**src/rtl/core/assert_macros.svh**
```systemverilog
// ----------------------------------------------------------------------------
// assert_macros.svh
// assertion helpers shared by the rtl; define NO_ASSERTIONS to drop them
// ----------------------------------------------------------------------------
`ifndef ASSERT_MACROS_SVH
`define ASSERT_MACROS_SVH

`ifndef NO_ASSERTIONS

// property must hold at every edge outside reset
`define ASSERT_ALWAYS(label, clk, rst_n, prop) \
    label: assert property (@(posedge clk) disable iff (!rst_n) (prop)) \
        else $error("assertion failed");

// antecedent at an edge implies consequent at the same edge
`define ASSERT_IMPLIES(label, clk, rst_n, ante, cons) \
    label: assert property (@(posedge clk) disable iff (!rst_n) (ante) |-> (cons)) \
        else $error("assertion failed");

`else

`define ASSERT_ALWAYS(label, clk, rst_n, prop)
`define ASSERT_IMPLIES(label, clk, rst_n, ante, cons)

`endif

`endif

```
**src/rtl/core/u2a_pkg.sv**
```systemverilog
// ----------------------------------------------------------------------------
// u2a_pkg
// types, codes and the latin-1 folding table for the utf-8 folder
// ----------------------------------------------------------------------------
package u2a_pkg;

    localparam int CharW   = 8;
    localparam int StatusW = 3;
    localparam int CpW     = 21;

    typedef logic [CharW-1:0]   char_t;
    typedef logic [StatusW-1:0] status_t;
    typedef logic [CpW-1:0]     cp_t;

    // status codes
    localparam status_t ST_OK      = 3'd0;
    localparam status_t ST_STRAY   = 3'd1;
    localparam status_t ST_LEAD    = 3'd2;
    localparam status_t ST_BROKEN  = 3'd3;
    localparam status_t ST_TRUNC   = 3'd4;
    localparam status_t ST_INVALID = 3'd5;

    // input commands
    localparam logic CMD_DATA = 1'b0;
    localparam logic CMD_EOS  = 1'b1;

    // configuration register indexes
    localparam logic REG_BAD_CHAR      = 1'b0;
    localparam logic REG_UNMAPPED_CHAR = 1'b1;

    localparam char_t BAD_CHAR_RESET      = 8'd255;
    localparam char_t UNMAPPED_CHAR_RESET = 8'd32;
    localparam char_t DQUOTE              = 8'h22;
    localparam char_t SQUOTE              = 8'h27;

    // latin-1 folding table, control range and ascii fold to zero
    function automatic char_t fold_latin1(input char_t c);
        char_t r;
        case (c) inside
            [8'h00:8'h9F]: r = 8'd0;
            8'hA2:         r = 8'd99;
            8'hA3, 8'hA5:  r = 8'd36;
            8'hA6:         r = 8'd124;
            8'hA7:         r = 8'd42;
            8'hAB, 8'hBB:  r = 8'd34;
            8'hB1:         r = 8'd43;
            8'hB4:         r = 8'd39;
            8'hB5:         r = 8'd117;
            [8'hC0:8'hC6]: r = 8'd65;
            8'hC7:         r = 8'd67;
            [8'hC8:8'hCB]: r = 8'd69;
            [8'hCC:8'hCF]: r = 8'd73;
            8'hD0:         r = 8'd68;
            8'hD1:         r = 8'd78;
            [8'hD2:8'hD6]: r = 8'd79;
            8'hD7:         r = 8'd128;
            8'hD8:         r = 8'd79;
            [8'hD9:8'hDC]: r = 8'd85;
            8'hDD:         r = 8'd89;
            8'hDF:         r = 8'd115;
            [8'hE0:8'hE6]: r = 8'd97;
            8'hE7:         r = 8'd99;
            [8'hE8:8'hEB]: r = 8'd101;
            [8'hEC:8'hEF]: r = 8'd105;
            8'hF0:         r = 8'd111;
            8'hF1:         r = 8'd118;
            [8'hF2:8'hF6]: r = 8'd111;
            8'hF8:         r = 8'd111;
            [8'hF9:8'hFC]: r = 8'd117;
            8'hFD, 8'hFF:  r = 8'd121;
            default:       r = 8'd32;
        endcase
        return r;
    endfunction

endpackage

```
**src/rtl/core/utf8_to_ascii_folder.sv**
```systemverilog
// ----------------------------------------------------------------------------
// utf8_to_ascii_folder
// decodes a utf-8 byte stream and folds each code point to a single byte
// ----------------------------------------------------------------------------
// channel  | direction | handshake            | payload
// ---------+-----------+----------------------+-----------------------
// in       | in        | in_valid / in_stall   | cmd, data_byte
// out      | out       | out_valid / out_stall | out_char, status
// cfg      | in        | cfg_wr_en             | cfg_index, cfg_data
//
// one byte per cycle sustained while in_stall is low; a result goes through
// the input register, then the result register. decode state updates in one pass.
// a stalled output holds its result while bytes that give no result keep
// flowing; in_stall rises only when both registers are full and the held
// byte would give a result.
// reset clears the decode state and loads bad_char 0xff, unmapped_char 0x20.
// ----------------------------------------------------------------------------
`include "assert_macros.svh"

module utf8_to_ascii_folder
(
    input  logic                clk,
    input  logic                rst_n,
    input  logic                in_valid,
    output logic                in_stall,
    input  logic                cmd,
    input  u2a_pkg::char_t      data_byte,
    output logic                out_valid,
    input  logic                out_stall,
    output u2a_pkg::char_t      out_char,
    output u2a_pkg::status_t    status,
    input  logic                cfg_wr_en,
    input  logic                cfg_index,
    input  u2a_pkg::char_t      cfg_data
);
    import u2a_pkg::*;

    logic       s1_valid_reg;
    logic       s1_cmd_reg;
    char_t      s1_byte_reg;
    logic [1:0] rem_reg, rem_next;
    logic [1:0] len_reg, len_next;
    cp_t        acc_reg, acc_next;
    char_t      bad_char_reg;
    char_t      unmapped_char_reg;
    logic       out_valid_reg;
    char_t      out_char_reg, out_char_next;
    status_t    status_reg, status_next;

    logic  emit;
    logic  out_free;
    logic  s1_go;
    logic  in_xfer;
    cp_t   cp_done;
    cp_t   min_cp;
    logic  cp_bad;

    assign out_free = !out_valid_reg || !out_stall;
    assign s1_go    = s1_valid_reg && (out_free || !emit);
    assign in_stall = s1_valid_reg && !s1_go;
    assign in_xfer  = in_valid && !in_stall;

    // code point once the last continuation arrives
    assign cp_done = {acc_reg[CpW-7:0], s1_byte_reg[5:0]};

    always_comb
    begin
        case (len_reg)
            2'd1:    min_cp = 21'h00080;
            2'd2:    min_cp = 21'h00800;
            default: min_cp = 21'h10000;
        endcase
    end

    assign cp_bad = (cp_done < min_cp) || (cp_done > 21'h10FFFF)
                 || (cp_done >= 21'h00D800 && cp_done <= 21'h00DFFF);

    always_comb
    begin
        emit          = 1'b0;
        out_char_next = bad_char_reg;
        status_next   = ST_OK;
        rem_next      = rem_reg;
        len_next      = len_reg;
        acc_next      = acc_reg;
        if (s1_cmd_reg == CMD_EOS)
        begin
            rem_next = 2'd0;
            len_next = 2'd0;
            acc_next = '0;
            if (rem_reg != 2'd0)
            begin
                emit        = 1'b1;
                status_next = ST_TRUNC;
            end
        end
        else if (rem_reg == 2'd0)
        begin
            if (s1_byte_reg < 8'h80)
            begin
                emit          = 1'b1;
                out_char_next = s1_byte_reg;
            end
            else if (s1_byte_reg < 8'hC0)
            begin
                emit        = 1'b1;
                status_next = ST_STRAY;
            end
            else if (s1_byte_reg >= 8'hC2 && s1_byte_reg <= 8'hDF)
            begin
                rem_next = 2'd1;
                len_next = 2'd1;
                acc_next = {16'd0, s1_byte_reg[4:0]};
            end
            else if (s1_byte_reg >= 8'hE0 && s1_byte_reg <= 8'hEF)
            begin
                rem_next = 2'd2;
                len_next = 2'd2;
                acc_next = {17'd0, s1_byte_reg[3:0]};
            end
            else if (s1_byte_reg >= 8'hF0 && s1_byte_reg <= 8'hF4)
            begin
                rem_next = 2'd3;
                len_next = 2'd3;
                acc_next = {18'd0, s1_byte_reg[2:0]};
            end
            else
            begin
                emit        = 1'b1;
                status_next = ST_LEAD;
            end
        end
        else if (s1_byte_reg[7:6] != 2'b10)
        begin
            emit        = 1'b1;
            status_next = ST_BROKEN;
            rem_next    = 2'd0;
            len_next    = 2'd0;
            acc_next    = '0;
        end
        else if (rem_reg != 2'd1)
        begin
            acc_next = cp_done;
            rem_next = rem_reg - 2'd1;
        end
        else
        begin
            // sequence complete
            emit     = 1'b1;
            rem_next = 2'd0;
            len_next = 2'd0;
            acc_next = '0;
            if (cp_bad)
                status_next = ST_INVALID;
            else if (cp_done == 21'd8249 || cp_done == 21'd8250
                  || cp_done == 21'd8220 || cp_done == 21'd8221
                  || cp_done == 21'd8222 || cp_done == 21'd8218)
                out_char_next = DQUOTE;
            else if (cp_done == 21'd8216 || cp_done == 21'd8217)
                out_char_next = SQUOTE;
            else if (cp_done < 21'd256)
                out_char_next = fold_latin1(cp_done[7:0]);
            else
                out_char_next = unmapped_char_reg;
        end
    end

    always_ff @(posedge clk or negedge rst_n)
    begin
        if (!rst_n)
        begin
            s1_valid_reg      <= 1'b0;
            out_valid_reg     <= 1'b0;
            rem_reg           <= 2'd0;
            len_reg           <= 2'd0;
            acc_reg           <= '0;
            bad_char_reg      <= BAD_CHAR_RESET;
            unmapped_char_reg <= UNMAPPED_CHAR_RESET;
        end
        else
        begin
            if (in_xfer)
                s1_valid_reg <= 1'b1;
            else if (s1_go)
                s1_valid_reg <= 1'b0;

            if (s1_go && emit)
                out_valid_reg <= 1'b1;
            else if (!out_stall)
                out_valid_reg <= 1'b0;

            if (s1_go)
            begin
                rem_reg <= rem_next;
                len_reg <= len_next;
                acc_reg <= acc_next;
            end

            if (cfg_wr_en)
            begin
                unique case (cfg_index)
                    REG_BAD_CHAR:      bad_char_reg      <= cfg_data;
                    REG_UNMAPPED_CHAR: unmapped_char_reg <= cfg_data;
                    default:           bad_char_reg      <= bad_char_reg;
                endcase
            end
        end
    end

    // payload registers
    always_ff @(posedge clk)
    begin
        if (in_xfer)
        begin
            s1_cmd_reg  <= cmd;
            s1_byte_reg <= data_byte;
        end
        if (s1_go && emit)
        begin
            out_char_reg <= out_char_next;
            status_reg   <= status_next;
        end
    end

    assign out_valid = out_valid_reg;
    assign out_char  = out_char_reg;
    assign status    = status_reg;

    `ASSERT_IMPLIES(a_err_uses_bad_char, clk, rst_n,
        out_valid_reg && status_reg != ST_OK, out_char_reg == bad_char_reg)
    `ASSERT_IMPLIES(a_status_range, clk, rst_n, out_valid_reg, status_reg <= ST_INVALID)
    `ASSERT_IMPLIES(a_open_seq_consistent, clk, rst_n,
        rem_reg != 2'd0, len_reg != 2'd0 && rem_reg <= len_reg)
    `ASSERT_IMPLIES(a_stall_only_when_full, clk, rst_n,
        in_stall, s1_valid_reg && out_valid_reg && out_stall)

endmodule
```
**config.mk**
```make
export PLATFORM = sky130hd
export DESIGN_NAME = utf8_to_ascii_folder
export DESIGN_NICKNAME = d
export VERILOG_FILES = /design/src/rtl/core/u2a_pkg.sv /design/src/rtl/core/utf8_to_ascii_folder.sv
export VERILOG_INCLUDE_DIRS = /design/src /design/src/rtl/core
export SDC_FILE = /design/constraint.sdc
export NUM_CORES = 1
export LEC_CHECK = 0
export BUFFER_PORTS_ARGS = -buffer_cell sky130_fd_sc_hd__buf_2
export CAP_MARGIN = 20
export CORE_MARGIN = 10
export CORE_UTILIZATION = 40
export DETAILED_ROUTE_END_ITERATION = 10
export SLEW_MARGIN = 20
export SYNTH_ARGS = -nofsm -noshare
export SYNTH_HDL_FRONTEND = slang
export SYNTH_SLANG_ARGS = --single-unit
```
**constraint.sdc**
```tcl
create_clock -name clk -period 3.3 [get_ports clk]
set_input_delay 0.33 -clock clk [delete_from_list [all_inputs] [get_ports clk]]
set_output_delay 0.33 -clock clk [all_outputs]
set_load 0.01 [all_outputs]
```
==> impl_results.md <==
- Count leader, synth: nand2_1
- Final #Nets: 465
- Post-synth EDFFs: 20
- Most frequent cells after synthesis: nand2_1 (55), o21ai_0 (30), dfrtp_1 (28)
- WL final: 9956 µm
- Via density: roughly 6.0
- Synth unique cells: 72
- Avg Inst Size Synth: 9.022 µm²
- Unrepaired setup endpoints after global routing: false
- Cell count after synthesis: 408
- First-pass GRT wire length: 16390 µm
- Hold WS: ~0.090 ns
- Critical Path Slowest Stage Cell: edfxtp_1
- Yosys Warn Count: 0
- Starting Density: 0.4160
- I/O Buffers: 35
- Max-Cap Viols: 0
- Crit-path leading delay family: buffers and inverters
- Clock sink count: 57
- Worst Reg-to-Reg Cells: 6
- Die Ht: 115.9 µm
- Post-synthesis register bit count: 57
- Primary FF master, synth: dfrtp_1
- TritonCTS Buffers: 9
- Core Box Area: 8848 µm²
- Final GP Congestion: 0.8942
- Number of H-tree branching levels: 3
- CTS Buffer Depth: 2
- Drc violations: 0
- Post_cts resized: 0
- Critical path endpoint category: output port
- Finished Layout Cells: 549
- Layout cell share with drive strength beyond 1: 0.2290
- Post-route ant nets: 0
- CP Cell Sequence: buf_4, clkinv_1, a21o_1, a41oi_1, o21ai_0, or2_2, inv_1, buf_2
- Worst setup SP type: register
- Pre-Repair DR Iteration Count: 5
- Sequential area share after synthesis: 0.4177
- Number of fill cells: 860
- Row cnt: 34
- Largest stage delay, worst path: 0.34 ns
- Fin util: 0.4695
- Die footprint: 13440 µm²
- Setup crit end: in_stall
- Final min period: roughly 2.8 ns
- Post-DP HPWL: 7345 µm
- Clock skew: 0.008042 ns
- Status: completed
- Synthesis-to-finish area growth: 12.85%
- Worst VDD drop: 333.9 µV
- Post-synth top area share: 0.1903
- Vias in the first global route: 3189
- Iter 0 DRT Violations: 248
- Post-CTS setup buffers: 0
- Total GRT Usage: 0.1510
- CTS tree: built
- I/O pins: 36
- Rel. slew slack: 0.4341
- Drt wl/cell: 18.13 µm
- Synth Cell Area: 3681 µm²
- Worst Hold Class: in2async
- Final hold violations: 0
- Synth async-reset ratio: 0.6491
- Crit Path Class: reg2out
- Aggregate global routing overflow: 0
- Worst r2r dst: out_char[4]$_DFFE_PP_
- Critical Path Stages: 8
- Final period util: 0.8596
- Worst r2r src: acc_reg[14]$_DFFE_PN0P_
- Top post-synthesis cells by area: dfrtp_1 (19%), edfxtp_1 (16%), dfstp_2 (6.4%)
- Required time of the worst setup path: slightly below 3 ns
- Crit. Startpoint: s1_byte_reg[3]$_DFFE_PP_
- Final Setup Violations: 0
- Placed insts: about 530
- PwrDens: 660.6 nW/µm²
- Vias: ~3300
- Initial antenna violation count: 0
- Reg-to-reg slack, setup: 0.56 ns
- Post-CTS Hold Fix Bufs: 0
- Critical path arrival: 2.51 ns
- LEAKAGE: about 1.6 nW
- Root buf cell: clkbuf_8
- Max FFs per register: 15
- Largest area contributor in the netlist: dfrtp_1
- Syn nets: 437
- Worst path bufs/invs: 4
- Least-Margin Pin Slew: 0.8488 ns
- Number of diodes: 0
- Chip Width: between 100 and 150 µm
- Final slew viol count: 0
- Clk Latency, worst-skew pair: around 0.33 ns
- Setup_tns: 0 ns
- Largest fanout on the critical path: 27
- CTS clk-pin slew, worst paths: around 0.06 ns
- Largest net degree at the start of global routing: 38
- FMAX: between 0.3 and 0.4 GHz
## layout make-up
cell class	instances	area, µm²	area share
clock buffers	13	148.9	0.03584
clock inverters	3	40.04	0.009639
inverters	13	48.80	0.01175
multi-input cells	306	1963	0.4726
flip-flops and latches	57	1538	0.3702
well taps	108	135.1	0.03253
repair buffers	49	280.3	0.06747
## cell families (layout without fill, tap and decap cells)
family,count (synthesis),count (layout),share of synthesized area
compound gates,122,122,0.2247
fa+ha+maj,6,6,0.02039
mux,18,18,0.05472
buf+inv,45,78,0.04894
simple gates,159,159,0.2311
xor+xnor,1,1,0.002380
flops,57,57,0.4177
## stage by stage
stage,power (mW),setup WS (ns),cell area [µm²]
after global placement,2.105,0.6048,3965
after floorplan,1.802,0.6593,3681
after CTS,2.766,0.4585,4154
after global routing,2.949,0.2787,4154
final,2.744,0.4634,4154
after detailed placement,2.119,0.5830,3965
## metal layers
layer  up-vias  global-route usage  part of all wire  routed length (µm)
li1       1589                   -                 -                   -
met1      1553              0.1959              0.45                4472
met2       121              0.2336              0.46                4550
met3        19             0.03669             0.067                 670
met4         0             0.06756             0.026                 263
met5         -                   0                 0                   0
## where the power goes
group          switching, mW  internal [mW]
clock                  0.265          0.368
combinational          0.648          0.419
sequential             0.124          0.921
total                   1.04           1.71
## worst min-delay path by stage
stage                                  endpoint  slack [ns]
2_1_floorplan            acc_reg[0]$_DFFE_PN0P_        0.03
3_3_place_gp   unmapped_char_reg[3]$_DFFE_PN0P_        0.47
3_5_place_dp   unmapped_char_reg[3]$_DFFE_PN0P_        0.48
4_1_cts        unmapped_char_reg[3]$_DFFE_PN0P_        0.12
5_1_grt        unmapped_char_reg[3]$_DFFE_PN0P_        0.14
6_report       unmapped_char_reg[3]$_DFFE_PN0P_        0.09
## layout by cell type (no fill, tap or decap), drive strengths merged, types with 4 or more instances in the layout
cell,netlist,routed
a22oi,8,8
a21o,6,6
mux2,17,17
nand4,4,4
a21oi,22,22
nand3,10,10
nand4b,4,4
a22o,4,4
o21ai,32,32
edfxtp,20,20
o31ai,6,6
nor4,10,10
dfstp,9,9
inv,12,12
buf,6,49
ha,6,6
clkbuf,26,13
nand2,55,55
nor3,17,17
nor2b,5,5
a211oi,8,8
nand2b,9,9
dfrtp,28,28
nand3b,4,4
or3,5,5
nor2,17,17
Note: power is estimated with default switching activity, not from simulation.
